**config.mk**
```make
export PLATFORM = sky130hd
export DESIGN_NAME = block_ack_tx_window_flat
export DESIGN_NICKNAME = d
export VERILOG_FILES = /design/src/rtl/core/bat_pkg.sv /design/src/rtl/core/bat_beat_if.sv /design/src/rtl/core/bat_ram.sv /design/src/rtl/core/bat_csr.sv /design/src/rtl/core/bat_ctrl.sv /design/src/rtl/core/bat_dp.sv /design/src/rtl/core/block_ack_tx_window.sv /design/src/flat_wrapper.sv
export SDC_FILE = /design/constraint.sdc
export NUM_CORES = 1
export LEC_CHECK = 0
export BUFFER_PORTS_ARGS = -buffer_cell sky130_fd_sc_hd__buf_4
export CAP_MARGIN = 10
export CORE_UTILIZATION = 35
export CTS_CLUSTER_SIZE = 30
export DETAILED_ROUTE_END_ITERATION = 8
export PLACE_DENSITY_LB_ADDON = 0.1
export SYNTH_ARGS = -nofsm -noshare
export SYNTH_HDL_FRONTEND = slang
export SYNTH_SLANG_ARGS = --single-unit
```
**constraint.sdc**
```tcl
create_clock -name clock -period 4.3 [get_ports clock]
set_input_delay 0.43 -clock clock [delete_from_list [all_inputs] [get_ports clock]]
set_output_delay 0.43 -clock clock [all_outputs]
set_load 0.01 [all_outputs]
```
**src/rtl/core/bat_pkg.sv**
```systemverilog
package bat_pkg;

   // field widths
   localparam int SEQ_W  = 12;
   localparam int OP_W   = 2;
   localparam int SIZE_W = 11;

   // configuration port
   localparam int CSR_ADDR_W = 3;
   localparam int CSR_DATA_W = 32;

   // word index of each register (byte address bit 2)
   localparam logic REG_START_SEQUENCE = 1'b0;
   localparam logic REG_WINDOW_SIZE    = 1'b1;

   localparam logic [SEQ_W-1:0]  START_SEQUENCE_RESET = 12'd0;
   localparam logic [SIZE_W-1:0] WINDOW_SIZE_RESET    = 11'd64;

   // event codes
   typedef logic [OP_W-1:0] op_type;
   localparam op_type OP_INIT     = 2'd0;
   localparam op_type OP_TX       = 2'd1;
   localparam op_type OP_ACK      = 2'd2;
   localparam op_type OP_DISCARD  = 2'd3;

   // controller to datapath
   typedef struct packed {
      logic load;        // capture the input beat
      logic decode;      // latch distance and result flags
      logic init;        // reload window from registers, start full clear
      logic slide;       // move start, arm clear sweep of vacated entries
      logic set_ack;     // set the acked bit of the current sequence number
      logic guard_clr;   // restart the head walk guard
      logic clear_step;  // clear one entry at the head pointer
      logic walk_read;   // read the head entry
      logic pop;         // head is acked: clear it and advance
      logic emit;        // load the result register
   } cmd_type;

   // datapath to controller
   typedef struct packed {
      op_type op;
      logic   ready;       // window initialized
      logic   old;         // distance of 2048 or more
      logic   beyond;      // distance at or past the window end
      logic   clr_last;    // last entry of the clear sweep
      logic   head_acked;  // head entry read back as acked
      logic   guard_ok;    // head walk may go on
      logic   out_free;    // result register can take a beat
   } status_type;

endpackage

```
**src/rtl/core/bat_beat_if.sv**
```systemverilog
interface bat_req_if;
   logic                        valid;
   logic                        ready;
   logic [bat_pkg::OP_W-1:0]    operation;
   logic [bat_pkg::SEQ_W-1:0]   seq_num;

   modport source (output valid, output operation, output seq_num, input ready);
   modport sink   (input valid, input operation, input seq_num, output ready);
endinterface

interface bat_rsp_if;
   logic                        valid;
   logic                        ready;
   logic [bat_pkg::SEQ_W-1:0]   starting_sequence;
   logic                        ignored_old;
   logic                        not_initialized;

   modport source (output valid, output starting_sequence, output ignored_old,
                   output not_initialized, input ready);
   modport sink   (input valid, input starting_sequence, input ignored_old,
                   input not_initialized, output ready);
endinterface

```
**src/rtl/core/bat_ram.sv**
```systemverilog
module bat_ram #(
   parameter int WIDTH = 1,
   parameter int DEPTH = 256
) (
   input  logic                     clock,
   input  logic                     we,
   input  logic [$clog2(DEPTH)-1:0] waddr,
   input  logic [WIDTH-1:0]         wdata,
   input  logic                     re,
   input  logic [$clog2(DEPTH)-1:0] raddr,
   output logic [WIDTH-1:0]         rdata
);

   logic [WIDTH-1:0] mem_ff [DEPTH];
   logic [WIDTH-1:0] rdata_ff;

   always_ff @(posedge clock) begin
      if (we) begin
         mem_ff[waddr] <= wdata;
      end
      if (re) begin
         rdata_ff <= mem_ff[raddr];
      end
   end

   assign rdata = rdata_ff;

endmodule

```
**src/rtl/core/bat_csr.sv**
```systemverilog
module bat_csr (
   input  logic                             clock,
   input  logic                             reset,
   input  logic                             psel,
   input  logic                             penable,
   input  logic                             pwrite,
   input  logic [bat_pkg::CSR_ADDR_W-1:0]   paddr,
   input  logic [bat_pkg::CSR_DATA_W-1:0]   pwdata,
   output logic [bat_pkg::CSR_DATA_W-1:0]   prdata,
   output logic                             pready,
   output logic [bat_pkg::SEQ_W-1:0]        start_sequence,
   output logic [bat_pkg::SIZE_W-1:0]       window_size
);

   logic [bat_pkg::SEQ_W-1:0]  start_sequence_ff, start_sequence_in;
   logic [bat_pkg::SIZE_W-1:0] window_size_ff, window_size_in;
   logic                       wr_en;
   logic                       reg_idx;

   assign pready  = 1'b1;
   assign wr_en   = psel & penable & pwrite & pready;
   assign reg_idx = paddr[2];

   always_comb begin
      start_sequence_in = start_sequence_ff;
      window_size_in    = window_size_ff;
      if (wr_en) begin
         case (reg_idx)
            bat_pkg::REG_START_SEQUENCE: start_sequence_in = pwdata[bat_pkg::SEQ_W-1:0];
            bat_pkg::REG_WINDOW_SIZE:    window_size_in    = pwdata[bat_pkg::SIZE_W-1:0];
            default: ;
         endcase
      end
   end

   always_comb begin
      case (reg_idx)
         bat_pkg::REG_START_SEQUENCE: prdata = bat_pkg::CSR_DATA_W'(start_sequence_ff);
         bat_pkg::REG_WINDOW_SIZE:    prdata = bat_pkg::CSR_DATA_W'(window_size_ff);
         default:                     prdata = '0;
      endcase
   end

   always_ff @(posedge clock) begin
      if (reset) begin
         start_sequence_ff <= bat_pkg::START_SEQUENCE_RESET;
         window_size_ff    <= bat_pkg::WINDOW_SIZE_RESET;
      end else begin
         start_sequence_ff <= start_sequence_in;
         window_size_ff    <= window_size_in;
      end
   end

   assign start_sequence = start_sequence_ff;
   assign window_size    = window_size_ff;

endmodule

```
**src/rtl/core/bat_ctrl.sv**
```systemverilog
module bat_ctrl (
   input  logic                  clock,
   input  logic                  reset,
   input  logic                  req_valid,
   output logic                  req_ready,
   input  bat_pkg::status_type   status,
   output bat_pkg::cmd_type      cmd
);

   localparam logic [2:0] ST_IDLE   = 3'd0;
   localparam logic [2:0] ST_DECODE = 3'd1;
   localparam logic [2:0] ST_EXEC   = 3'd2;
   localparam logic [2:0] ST_CLEAR  = 3'd3;
   localparam logic [2:0] ST_WREAD  = 3'd4;
   localparam logic [2:0] ST_WCHECK = 3'd5;
   localparam logic [2:0] ST_DONE   = 3'd6;

   logic [2:0] state_ff, state_in;

   assign req_ready = (state_ff == ST_IDLE);

   always_comb begin
      cmd      = '0;
      state_in = state_ff;
      case (state_ff)
         ST_IDLE: begin
            if (req_valid) begin
               cmd.load = 1'b1;
               state_in = ST_DECODE;
            end
         end
         ST_DECODE: begin
            cmd.decode = 1'b1;
            if (status.op == bat_pkg::OP_INIT) begin
               cmd.init = 1'b1;
               state_in = ST_CLEAR;
            end else if (!status.ready || status.old) begin
               state_in = ST_DONE;
            end else begin
               state_in = ST_EXEC;
            end
         end
         ST_EXEC: begin
            cmd.guard_clr = 1'b1;
            case (status.op)
               bat_pkg::OP_TX: begin
                  if (status.beyond) begin
                     cmd.slide = 1'b1;
                     state_in  = ST_CLEAR;
                  end else begin
                     state_in  = ST_DONE;
                  end
               end
               bat_pkg::OP_ACK: begin
                  cmd.set_ack = !status.beyond;
                  state_in    = ST_WREAD;
               end
               bat_pkg::OP_DISCARD: begin
                  cmd.slide = 1'b1;
                  state_in  = ST_CLEAR;
               end
               default: state_in = ST_DONE;
            endcase
         end
         ST_CLEAR: begin
            cmd.clear_step = 1'b1;
            if (status.clr_last) begin
               state_in = (status.op == bat_pkg::OP_INIT) ? ST_DONE : ST_WREAD;
            end
         end
         ST_WREAD: begin
            cmd.walk_read = 1'b1;
            state_in      = ST_WCHECK;
         end
         ST_WCHECK: begin
            if (status.head_acked && status.guard_ok) begin
               cmd.pop  = 1'b1;
               state_in = ST_WREAD;
            end else begin
               state_in = ST_DONE;
            end
         end
         ST_DONE: begin
            if (status.out_free) begin
               cmd.emit = 1'b1;
               state_in = ST_IDLE;
            end
         end
         default: state_in = ST_IDLE;
      endcase
   end

   always_ff @(posedge clock) begin
      if (reset) begin
         state_ff <= ST_IDLE;
      end else begin
         state_ff <= state_in;
      end
   end

endmodule

```
**src/rtl/core/bat_dp.sv**
```systemverilog
module bat_dp #(
   parameter int WINDOW_MAX = 256
) (
   input  logic                          clock,
   input  logic                          reset,
   input  bat_pkg::cmd_type              cmd,
   output bat_pkg::status_type           status,
   input  logic [bat_pkg::OP_W-1:0]      req_operation,
   input  logic [bat_pkg::SEQ_W-1:0]     req_seq_num,
   input  logic [bat_pkg::SEQ_W-1:0]     cfg_start_sequence,
   input  logic [bat_pkg::SIZE_W-1:0]    cfg_window_size,
   bat_rsp_if.source                     rsp
);

   localparam int SEQ_W  = bat_pkg::SEQ_W;
   localparam int SIZE_W = bat_pkg::SIZE_W;
   localparam int IDX_W  = $clog2(WINDOW_MAX);
   localparam int CNT_W  = $clog2(WINDOW_MAX + 1);
   localparam int SUM_W  = IDX_W + 1;
   localparam logic [SUM_W-1:0]  DEPTH_SUM  = SUM_W'(WINDOW_MAX);
   localparam logic [CNT_W-1:0]  DEPTH_CNT  = CNT_W'(WINDOW_MAX);
   localparam logic [SIZE_W-1:0] DEPTH_SIZE = SIZE_W'(WINDOW_MAX);

   // window state
   logic [SEQ_W-1:0] start_ff, start_in;
   logic [CNT_W-1:0] size_ff, size_in;
   logic             ready_ff, ready_in;
   logic [IDX_W-1:0] ptr_ff, ptr_in;
   logic [CNT_W-1:0] clr_cnt_ff, clr_cnt_in;
   logic [CNT_W-1:0] guard_ff, guard_in;

   // current event
   logic [1:0]       op_ff, op_in;
   logic [SEQ_W-1:0] seq_ff, seq_in;
   logic [SEQ_W-1:0] dist_ff, dist_in;
   logic             ign_ff, ign_in;
   logic             notinit_ff, notinit_in;

   // result register
   logic             rsp_valid_ff, rsp_valid_in;
   logic [SEQ_W-1:0] rsp_seq_ff, rsp_seq_in;
   logic             rsp_ign_ff, rsp_ign_in;
   logic             rsp_notinit_ff, rsp_notinit_in;

   logic [SEQ_W-1:0] seq_dist;
   logic [SEQ_W-1:0] size_seq;
   logic             beyond;
   logic [SEQ_W-1:0] slide_count;
   logic [CNT_W-1:0] clr_count;
   logic [SUM_W-1:0] ptr_inc;
   logic [IDX_W-1:0] ptr_step;
   logic [SUM_W-1:0] ack_sum;
   logic [SUM_W-1:0] ack_wrap;
   logic [IDX_W-1:0] ack_addr;
   logic [CNT_W-1:0] size_clamp;
   logic             is_init;

   logic             ram_we;
   logic [IDX_W-1:0] ram_waddr;
   logic             ram_rdata;

   assign is_init  = (op_ff == bat_pkg::OP_INIT);
   assign seq_dist = seq_ff - start_ff;
   assign size_seq = SEQ_W'(size_ff);
   assign beyond   = (dist_ff >= size_seq);

   always_comb begin
      if (op_ff == bat_pkg::OP_TX) begin
         slide_count = dist_ff - size_seq + SEQ_W'(1);
      end else begin
         slide_count = dist_ff + SEQ_W'(1);
      end
   end

   // vacated entries beyond the active size are already clear
   assign clr_count = (slide_count >= size_seq) ? size_ff : CNT_W'(slide_count);

   assign ptr_inc  = {1'b0, ptr_ff} + SUM_W'(1);
   assign ptr_step = (ptr_inc == DEPTH_SUM) ? '0 : ptr_inc[IDX_W-1:0];

   // ack lands below the active size, so one wrap at most
   assign ack_sum  = {1'b0, ptr_ff} + dist_ff[SUM_W-1:0];
   assign ack_wrap = ack_sum - DEPTH_SUM;
   assign ack_addr = (ack_sum >= DEPTH_SUM) ? ack_wrap[IDX_W-1:0] : ack_sum[IDX_W-1:0];

   always_comb begin
      if (cfg_window_size == '0) begin
         size_clamp = CNT_W'(1);
      end else if (cfg_window_size > DEPTH_SIZE) begin
         size_clamp = DEPTH_CNT;
      end else begin
         size_clamp = CNT_W'(cfg_window_size);
      end
   end

   always_comb begin
      start_in       = start_ff;
      size_in        = size_ff;
      ready_in       = ready_ff;
      ptr_in         = ptr_ff;
      clr_cnt_in     = clr_cnt_ff;
      guard_in       = guard_ff;
      op_in          = op_ff;
      seq_in         = seq_ff;
      dist_in        = dist_ff;
      ign_in         = ign_ff;
      notinit_in     = notinit_ff;
      rsp_valid_in   = rsp_valid_ff & ~rsp.ready;
      rsp_seq_in     = rsp_seq_ff;
      rsp_ign_in     = rsp_ign_ff;
      rsp_notinit_in = rsp_notinit_ff;

      if (cmd.load) begin
         op_in  = req_operation;
         seq_in = req_seq_num;
      end
      if (cmd.decode) begin
         dist_in    = seq_dist;
         notinit_in = !is_init && !ready_ff;
         ign_in     = !is_init && ready_ff && seq_dist[SEQ_W-1];
      end
      if (cmd.init) begin
         start_in   = cfg_start_sequence;
         size_in    = size_clamp;
         ready_in   = 1'b1;
         ptr_in     = '0;
         clr_cnt_in = DEPTH_CNT;
      end
      if (cmd.slide) begin
         start_in   = start_ff + slide_count;
         clr_cnt_in = clr_count;
      end
      if (cmd.guard_clr) begin
         guard_in = '0;
      end
      if (cmd.clear_step) begin
         ptr_in     = ptr_step;
         clr_cnt_in = clr_cnt_ff - CNT_W'(1);
      end
      if (cmd.pop) begin
         ptr_in   = ptr_step;
         start_in = start_ff + SEQ_W'(1);
         guard_in = guard_ff + CNT_W'(1);
      end
      if (cmd.emit) begin
         rsp_valid_in   = 1'b1;
         rsp_seq_in     = ready_ff ? start_ff : cfg_start_sequence;
         rsp_ign_in     = ign_ff;
         rsp_notinit_in = notinit_ff;
      end
   end

   always_ff @(posedge clock) begin
      if (reset) begin
         start_ff     <= '0;
         size_ff      <= '0;
         ready_ff     <= 1'b0;
         rsp_valid_ff <= 1'b0;
      end else begin
         start_ff     <= start_in;
         size_ff      <= size_in;
         ready_ff     <= ready_in;
         rsp_valid_ff <= rsp_valid_in;
      end
   end

   always_ff @(posedge clock) begin
      ptr_ff         <= ptr_in;
      clr_cnt_ff     <= clr_cnt_in;
      guard_ff       <= guard_in;
      op_ff          <= op_in;
      seq_ff         <= seq_in;
      dist_ff        <= dist_in;
      ign_ff         <= ign_in;
      notinit_ff     <= notinit_in;
      rsp_seq_ff     <= rsp_seq_in;
      rsp_ign_ff     <= rsp_ign_in;
      rsp_notinit_ff <= rsp_notinit_in;
   end

   // acked bitmap as a ring, entry at distance k sits at ptr + k
   assign ram_we    = cmd.clear_step | cmd.pop | cmd.set_ack;
   assign ram_waddr = cmd.set_ack ? ack_addr : ptr_ff;

   bat_ram #(
      .WIDTH (1),
      .DEPTH (WINDOW_MAX)
   ) u_bitmap (
      .clock (clock),
      .we    (ram_we),
      .waddr (ram_waddr),
      .wdata (cmd.set_ack),
      .re    (cmd.walk_read),
      .raddr (ptr_ff),
      .rdata (ram_rdata)
   );

   assign status.op         = op_ff;
   assign status.ready      = ready_ff;
   assign status.old        = seq_dist[SEQ_W-1];
   assign status.beyond     = beyond;
   assign status.clr_last   = (clr_cnt_ff == CNT_W'(1));
   assign status.head_acked = ram_rdata;
   assign status.guard_ok   = (guard_ff < DEPTH_CNT);
   assign status.out_free   = !rsp_valid_ff || rsp.ready;

   assign rsp.valid             = rsp_valid_ff;
   assign rsp.starting_sequence = rsp_seq_ff;
   assign rsp.ignored_old       = rsp_ign_ff;
   assign rsp.not_initialized   = rsp_notinit_ff;

endmodule

```
**src/rtl/core/block_ack_tx_window.sv**
```systemverilog
// channel   | dir | handshake          | beat contents
// ----------+-----+--------------------+-----------------------------------------------
// req_beat  | in  | valid / ready      | operation, seq_num
// rsp_beat  | out | valid / ready      | starting_sequence, ignored_old, not_initialized
// csr_*     | in  | apb, pready tied 1 | start_sequence @0x0, window_size @0x4
//
// one event at a time: accept, decode, execute, then a result beat
// a slide clears the vacated entries (at most the active size), then a slide or ack
// walks the head and pops the acked head entries; a transmit inside the window
// and an old or early event go straight to the result; init clears all WINDOW_MAX entries
// the bitmap ram sets the pace: one entry cleared or one head entry checked per step
// reset is synchronous; the bitmap is not cleared by reset, init sweeps it
// a waiting result beat holds; the next event is taken while it waits
module block_ack_tx_window #(
   parameter int WINDOW_MAX = 256
) (
   input  logic                            clock,
   input  logic                            reset,
   bat_req_if.sink                         req_beat,
   bat_rsp_if.source                       rsp_beat,
   input  logic                            csr_psel,
   input  logic                            csr_penable,
   input  logic                            csr_pwrite,
   input  logic [bat_pkg::CSR_ADDR_W-1:0]  csr_paddr,
   input  logic [bat_pkg::CSR_DATA_W-1:0]  csr_pwdata,
   output logic [bat_pkg::CSR_DATA_W-1:0]  csr_prdata,
   output logic                            csr_pready
);

   // configuration values as last written
   logic [bat_pkg::SEQ_W-1:0]  cfg_start_sequence;
   logic [bat_pkg::SIZE_W-1:0] cfg_window_size;

   // command and status between sequencer and datapath
   bat_pkg::cmd_type    dp_cmd;
   bat_pkg::status_type dp_status;

   bat_csr u_csr (
      .clock          (clock),
      .reset          (reset),
      .psel           (csr_psel),
      .penable        (csr_penable),
      .pwrite         (csr_pwrite),
      .paddr          (csr_paddr),
      .pwdata         (csr_pwdata),
      .prdata         (csr_prdata),
      .pready         (csr_pready),
      .start_sequence (cfg_start_sequence),
      .window_size    (cfg_window_size)
   );

   // sequencer: decode, slide sweep, head walk, result hand-off
   bat_ctrl u_ctrl (
      .clock     (clock),
      .reset     (reset),
      .req_valid (req_beat.valid),
      .req_ready (req_beat.ready),
      .status    (dp_status),
      .cmd       (dp_cmd)
   );

   // window registers, bitmap ring and result register
   bat_dp #(
      .WINDOW_MAX (WINDOW_MAX)
   ) u_dp (
      .clock              (clock),
      .reset              (reset),
      .cmd                (dp_cmd),
      .status             (dp_status),
      .req_operation      (req_beat.operation),
      .req_seq_num        (req_beat.seq_num),
      .cfg_start_sequence (cfg_start_sequence),
      .cfg_window_size    (cfg_window_size),
      .rsp                (rsp_beat)
   );

   // only one event in flight
   a_one_in_flight: assert property (@(posedge clock) disable iff (reset)
      (req_beat.valid && req_beat.ready) |=> !req_beat.ready)
      else $error("input taken while an event is in flight");

   // at most one bitmap or window action per cycle
   a_cmd_exclusive: assert property (@(posedge clock) disable iff (reset)
      $onehot0({dp_cmd.load, dp_cmd.init, dp_cmd.slide, dp_cmd.set_ack,
                dp_cmd.clear_step, dp_cmd.walk_read, dp_cmd.pop, dp_cmd.emit}))
      else $error("conflicting datapath commands");

   // a head pop always follows a read of the head
   a_pop_after_read: assert property (@(posedge clock) disable iff (reset)
      dp_cmd.pop |-> $past(dp_cmd.walk_read))
      else $error("head popped without a read");

   // a result is only loaded when the output register is free, and then shows
   a_emit_shows: assert property (@(posedge clock) disable iff (reset)
      dp_cmd.emit |=> rsp_beat.valid)
      else $error("result beat lost");

endmodule
```
**src/flat_wrapper.sv**
```systemverilog
// flat-port wrapper written by rule: the top's interface ports become plain ports
module block_ack_tx_window_flat 
#(
   parameter int WINDOW_MAX = 256
)
  (clock, reset, csr_psel, csr_penable, csr_pwrite, csr_paddr, csr_pwdata, csr_prdata, csr_pready, req_beat_valid, req_beat_operation, req_beat_seq_num, req_beat_ready, rsp_beat_valid, rsp_beat_starting_sequence, rsp_beat_ignored_old, rsp_beat_not_initialized, rsp_beat_ready);
  bat_req_if req_beat_i ();
  bat_rsp_if rsp_beat_i ();
  input  logic clock;
  input  logic reset;
  input  logic csr_psel;
  input  logic csr_penable;
  input  logic csr_pwrite;
  input  logic [bat_pkg::CSR_ADDR_W-1:0] csr_paddr;
  input  logic [bat_pkg::CSR_DATA_W-1:0] csr_pwdata;
  output logic [bat_pkg::CSR_DATA_W-1:0] csr_prdata;
  output logic csr_pready;
  input wire logic [$bits(req_beat_i.valid)-1:0] req_beat_valid;
  input wire logic [$bits(req_beat_i.operation)-1:0] req_beat_operation;
  input wire logic [$bits(req_beat_i.seq_num)-1:0] req_beat_seq_num;
  output wire logic [$bits(req_beat_i.ready)-1:0] req_beat_ready;
  output wire logic [$bits(rsp_beat_i.valid)-1:0] rsp_beat_valid;
  output wire logic [$bits(rsp_beat_i.starting_sequence)-1:0] rsp_beat_starting_sequence;
  output wire logic [$bits(rsp_beat_i.ignored_old)-1:0] rsp_beat_ignored_old;
  output wire logic [$bits(rsp_beat_i.not_initialized)-1:0] rsp_beat_not_initialized;
  input wire logic [$bits(rsp_beat_i.ready)-1:0] rsp_beat_ready;
  assign req_beat_i.valid = req_beat_valid;
  assign req_beat_i.operation = req_beat_operation;
  assign req_beat_i.seq_num = req_beat_seq_num;
  assign req_beat_ready = req_beat_i.ready;
  assign rsp_beat_valid = rsp_beat_i.valid;
  assign rsp_beat_starting_sequence = rsp_beat_i.starting_sequence;
  assign rsp_beat_ignored_old = rsp_beat_i.ignored_old;
  assign rsp_beat_not_initialized = rsp_beat_i.not_initialized;
  assign rsp_beat_i.ready = rsp_beat_ready;
  block_ack_tx_window #(.WINDOW_MAX(WINDOW_MAX)) u_core (.clock(clock), .reset(reset), .req_beat(req_beat_i), .rsp_beat(rsp_beat_i), .csr_psel(csr_psel), .csr_penable(csr_penable), .csr_pwrite(csr_pwrite), .csr_paddr(csr_paddr), .csr_pwdata(csr_pwdata), .csr_prdata(csr_prdata), .csr_pready(csr_pready));
endmodule
```
## Yosys cells after proc, flatten, opt, wreduce, memory -nomap -nowiden

Memories as Yosys holds them, arrays and structs flattened. A register that Yosys moved wholly into a read port is not among the register bits.
Cells that the tools add are included.

- Bitwise operators: 7
- Add/sub/neg operators: 11
- Reduce and logical (&&, ||, !) cells: 20
- Eq/ne operators: 14
- $lt $le $gt $ge: 5
- Mux-type cells: 47

Operators by type and width:

| kind | number |
|---|---|
| 9-bit two-way mux | 8 |
| 32-bit one-hot mux with 2 select lines | 1 |
| 12-bit two-way mux | 5 |
| 8-bit two-way mux | 6 |
| 12-bit by 1-bit adder with 12-bit output, second input constant | 3 |
| 12-bit by 9-bit >= comparator with 1-bit output | 2 |
| 3-bit two-way mux | 7 |
| 3-bit one-hot mux with 7 select lines | 1 |
| 1-bit two-way mux | 14 |
| 12-bit adder | 1 |
| 12-bit subtractor | 1 |
| 12-bit by 9-bit subtractor with 12-bit output | 1 |
| 11-bit by 9-bit greater-than comparator with 1-bit output, second input constant | 1 |
| 11-bit zero test | 1 |
| 8-bit by 1-bit adder with 9-bit output, second input constant | 1 |
| 8-bit by 9-bit adder with 9-bit output | 1 |
| 9-bit by 1-bit adder with 9-bit output, second input constant | 1 |
| 3-bit equality test, second input constant | 3 |
| 9-bit by 1-bit equality test with 1-bit output, second input constant | 1 |
| 9-bit equality test, second input constant | 1 |
| 9-bit >= comparator, second input constant | 1 |
| 9-bit less-than comparator, second input constant | 1 |
| 3-bit one-hot mux with 3 select lines | 1 |
| 3-bit nonzero test | 3 |
| other kinds (21) | 38 |

- Flip-flop bits (word level): 117
- Input bits: 56
- Memories: 1
- Bits in writable memories: 256
- Word-level logic and storage cells: 123

Memory list:

| memory | depth | width | rd ports | clocked after memory_dff | write ports | RTL line | RTL |
|---|---|---|---|---|---|---|---|
| u_core.u_dp.u_bitmap.mem_ff | 256 | 1 | 1 | 1 | 1 | bat_ram.sv:14 | `logic [WIDTH-1:0] mem_ff [DEPTH];` |

## Longest topological paths before layout

- Word-level depth: 8
- Depth in mapped cells: 19

## Modules after synthesis

Synthesis repeated with hierarchy kept, for this count alone.

- Cells, all modules: 1669
- Area, all modules: 19573.8 µm²

By module, submodules not included:

| module | cells an instance | times used | area each (µm²) | seq. area each (µm²) |
|---|---|---|---|---|
| bat_ram | 788 | 1 | 11138.2 | 7717.4 |
| bat_dp | 707 | 1 | 6812.8 | 2502.4 |
| bat_csr | 128 | 1 | 1298.7 | 460.4 |
| bat_ctrl | 46 | 1 | 324.1 | 60.1 |

## Worst setup path before layout

No wires, ideal clock.

- Path type: register to register
- From: register u_core.u_dp.dist_ff[6]
- To: memory u_core.u_dp.u_bitmap.mem_ff[22], enable pin
- Clock period less this slack: 4060 ps
- Arrival: 3761 ps
- Cell stages (with the launch flop): 14
- Slack: 240 ps
- Library setup time: 300 ps
- Path buffers: 2
- Path through: edfxtp_1 -> ha_1 -> inv_1 -> fa_1 -> nor3b_1 -> o21ai_0 -> nand3_1 -> a21oi_2 -> buf_4 -> nand2_1 -> xor2_1 -> nand3_1 -> clkbuf_1 -> nor2_1

RTL lines:

| element | RTL line | RTL |
|---|---|---|
| start, declared | bat_dp.sv:35 | `logic [SEQ_W-1:0] dist_ff, dist_in;` |
| start signal, assigned | bat_dp.sv:173 | `dist_ff <= dist_in;` |
| end, declared | bat_ram.sv:14 |  |

## Final worst setup path

- From: register u_core.u_dp.dist_ff[1]
- To: register u_core.u_dp.start_ff[11]

- Word-level cells in the longest chain between the ends: 6

RTL lines:

| element | RTL line | RTL |
|---|---|---|
| 12-bit by 9-bit subtractor with 12-bit output or 12-bit by 9-bit >= comparator with 1-bit output (tied branches) | bat_dp.sv:69, bat_dp.sv:65 |  |
| 12-bit by 1-bit adder with 12-bit output or 1-bit two-way mux (tied branches) | bat_dp.sv:69, bat_ctrl.sv:47 |  |
| 12-bit two-way mux or 1-bit one-hot mux with 2 select lines (tied branches) | bat_dp.sv:68, bat_ctrl.sv:45 |  |
| 12-bit adder or 3-bit two-way mux (tied branches) | bat_dp.sv:130, bat_ctrl.sv:25 |  |
| 12-bit two-way mux | bat_dp.sv:129 | `if (cmd.slide) begin` |
| 12-bit two-way mux | bat_dp.sv:140 | `if (cmd.pop) begin` |
| end signal, assigned | bat_dp.sv:160 | `start_ff <= start_in;` |
| end, declared | bat_dp.sv:25 | `logic [SEQ_W-1:0] start_ff, start_in;` |

Several ways; a longest one is shown, not always the timed one.
A chain may end at the register's enable or synchronous reset.

==> flow_summary.yaml <==
run_status:
  run_status: "finished clean"
cells_and_area:
  drive_gt1_share_pct: 15.4
  antennaDiodeCount: 0
  n_fill_cell: 5271
  area_growth_pct: 14.4
  nNetsFinal: 1924
placed_design:
  place.gp.congestion: 0.832
  portBuffers: 61
  dp.final_hpwl_mm: 34.8
synth:
  ys.flop_type: "edfxtp_1"
  yosysTopAreaCell: "edfxtp_1"
  ys_async_sr_fraction_pct: 0
  syn-cell-area_um2: 19400
  synth-edff-count: 325
  ys_types: 70
  synth_area_leaders: "edfxtp_1 50%, nor2_1 6.4%, dfxtp_1 5.1%, ha_1 4.5%, mux2i_1 3.9%"
  ys_ff_latch: 374
  ys_warn_count: 0
  yosysMostFrequentCell: "nor2_1"
  synth_top_area_share_pct: 50.4
  ys_seq_area_share_pct: 55.4
  syn_area_per_cell_um2: 11.3
  synthCells: 1717
  synth_commonest_cells: "328 x nor2_1, 325 x edfxtp_1, 113 x nand2_1"
sta:
  finalHoldViolations: 0
  max_freq_mhz: 247
  worstMarginPinSlew_ns: 0.838
  period_share_pct: 94.1
  fin_crit_ns: 4.05
  finalSetupViolations: 0
  finalClockSkew_ns: 0.0186
  setup_tns_ns: 0
  relSlewSlack_pct: 43.7
  maxSlewViolCount: 0
  holdWs_ns: 0.0418
  rsz0062_at_grt: "no"
route:
  wl_met1_mm: 23.6
  vias: 13400
  wire_per_inst_um: 20.8
  finalWirelength_mm: 52.4
  vias_per_cell: 5.32
  drc: 0
  drt_pass1_iterations: 5
  wl_met3_mm: 2.23
  antenna_left: 0
  wl_met2_mm: 25.2
  top_layer_used: "met4"
  drt_iter0_markers: 935
pwr:
  max-vdd-ir-drop_uv: 286
  leakagePower_nw: 7.84
  power_density_nw_per_um2: 547
  fin_total_pwr_mw: 12.1
worst_setup_path:
  crit_required_ns: 4.78
  reg2reg_depth: 17
  cp_common_cell: "ha_1"
  cp_data_arrival_time_ns: 4.53
  crit_family: "adder cells"
  critPathSlowestCell: "edfxtp_1"
  cp-start-kind: "flop"
  endpoint_kind: "flop"
  slowest_delay_ns: 0.40
  worstSetupPathType: "flop to flop"
  cp.depth: 17
  path_buf_inv: 2
  cp_max_fo: 3
  crit_chain: "ha_1, inv_1, ha_1, fa_1, nor2b_1, o31ai_1, buf_4, a211oi_1, or3_1, a31oi_1, ha_1, or2_2, a21oi_1, a31oi_1, xor2_1, xnor2_1, a211oi_1"
grt:
  grt_pass1_vias: 13400
  grt_start_max_net_pins: 97
  antenna_found_initial: 0
  grt_pass1_wl_mm: 80.0
  grt_util_all_layers_pct: 18.7
  overflow: 0
die:
  initial_utilization_pct: 35.7
  io_pins: 105
  die_h_um: 237
  die_area_um2: 56300
  core_um2: 54200
  rows: 85
  die_w_um: 237
clocking:
  post_cts_buffers: 0
  clock-root-buffer: "clkbuf_16"
  hold_buffers: 0
  ctsHtreeMaxLevel: 2
  cts_tree: "done"
  path_clk_slew_ns: 0.06
  cts_resized: 0
  clock_path_buffers: 3
  clock_sinks: 374
  clkLatencyLatePin_ns: 0.57
  cts_buffers: 44
flow_run:
  maxCapViolCount: 0
worst_hold_path:
  hold_path_class: "primary input to flop"
  holdPathStages: 1
## metal layers
| layer | global-route usage, % | up-vias |
|---|---|---|
| met5 | 0 | - |
| met2 | 31.3 | 303 |
| met4 | 6.28 | 0 |
| met3 | 2.31 | 77 |
| met1 | 25.1 | 6638 |
| li1 | - | 6387 |
## power breakdown
group / switching (mW) / internal [mW] / total [mW]
Sequential: 0.281 / 4.25 / 4.53
Combinational: 2.35 / 1.64 / 3.99
Clock: 1.50 / 2.11 / 3.61
## flip-flops by register name, indices dropped and copies added (netlist names)
register / flops
u_core.u_dp.u_bitmap.mem_ff: 256
u_core.u_csr.start_sequence: 12
u_core.u_dp.dist_ff: 12
u_core.u_dp.rsp.starting_sequence: 12
u_core.u_dp.seq_ff: 12
u_core.u_dp.start_ff: 12
u_core.u_csr.window_size: 11
u_core.u_dp.clr_cnt_ff: 9
u_core.u_dp.guard_ff: 9
u_core.u_dp.size_ff: 9
u_core.u_dp.ptr_ff: 8
u_core.u_ctrl.state_ff: 3
u_core.u_dp.op_ff: 2
u_core.u_dp.ign_ff: 1
u_core.u_dp.notinit_ff: 1
u_core.u_dp.ready_ff: 1
u_core.u_dp.rsp.ignored_old: 1
u_core.u_dp.rsp.not_initialized: 1
u_core.u_dp.rsp.valid: 1
u_core.u_dp.u_bitmap.rdata: 1
## per-stage QoR
step | setup WS [ns] | instances | area [um2] | util (%)
floorplan | 0.240 | 1736 | 19500 | -
global placement | 0.280 | 2441 | 20800 | 38.3
detailed placement | 0.294 | 2441 | 20800 | 38.3
CTS | 0.251 | 2522 | 22200 | 40.9
global route | 0.0188 | 2522 | 22200 | 40.9
finish | 0.252 | 2522 | 22200 | 40.9
## final cells by class
type / count / area, um2 / share of cell area, %
Clock inverter: 23 / 163 / 0.733
Multi-Input combinational cell: 1168 / 7880 / 35.5
Inverter: 66 / 248 / 1.12
Sequential cell: 374 / 10700 / 48.4
Timing Repair Buffer: 137 / 1070 / 4.81
Clock buffer: 58 / 1220 / 5.48
Tap cell: 696 / 871 / 3.93
## cells in the final DEF, fill, tap and decap left out, drive strengths merged, types with 24 or more instances in the layout
| cell | n |
|---|---|
| mux2 | 24 |
| nand2 | 113 |
| mux4 | 32 |
| o21ai | 36 |
| o221ai | 34 |
| buf | 137 |
| xnor2 | 44 |
| ha | 70 |
| mux2i | 75 |
| clkbuf | 58 |
| nor2 | 328 |
| nand3 | 39 |
| dfxtp | 49 |
| a21oi | 75 |
| edfxtp | 325 |
| inv | 67 |
## path summary, 6_finish.rpt
kind / startpoint / end / slack (ns)
max: u_core.u_dp.dist_ff[1] / u_core.u_dp.start_ff[11] / 0.25
min: req_beat_seq_num[9] / u_core.u_dp.seq_ff[9] / 0.04
max reg2reg: u_core.u_dp.dist_ff[1] / u_core.u_dp.start_ff[11] / 0.25
min reg2reg: u_core.u_dp.ign_ff / u_core.u_dp.rsp.ignored_old / 0.44
## logic make-up (layout without fill, tap and decap cells)
family | count (synthesis) | in the layout | synth area share [%]
xor gates and xnor gates | 56 | 56 | 2.57
DFF | 374 | 374 | 55.4
buffers and inverters | 194 | 284 | 4.49
and+or+nand+nor | 603 | 603 | 13.5
muxes | 131 | 131 | 8.99
AOI/OAI and AO/OA | 280 | 280 | 9.75
adders and majority gates | 77 | 77 | 5.24
other | 2 | 21 | 0.0387
(Power assumes the default switching activity.)
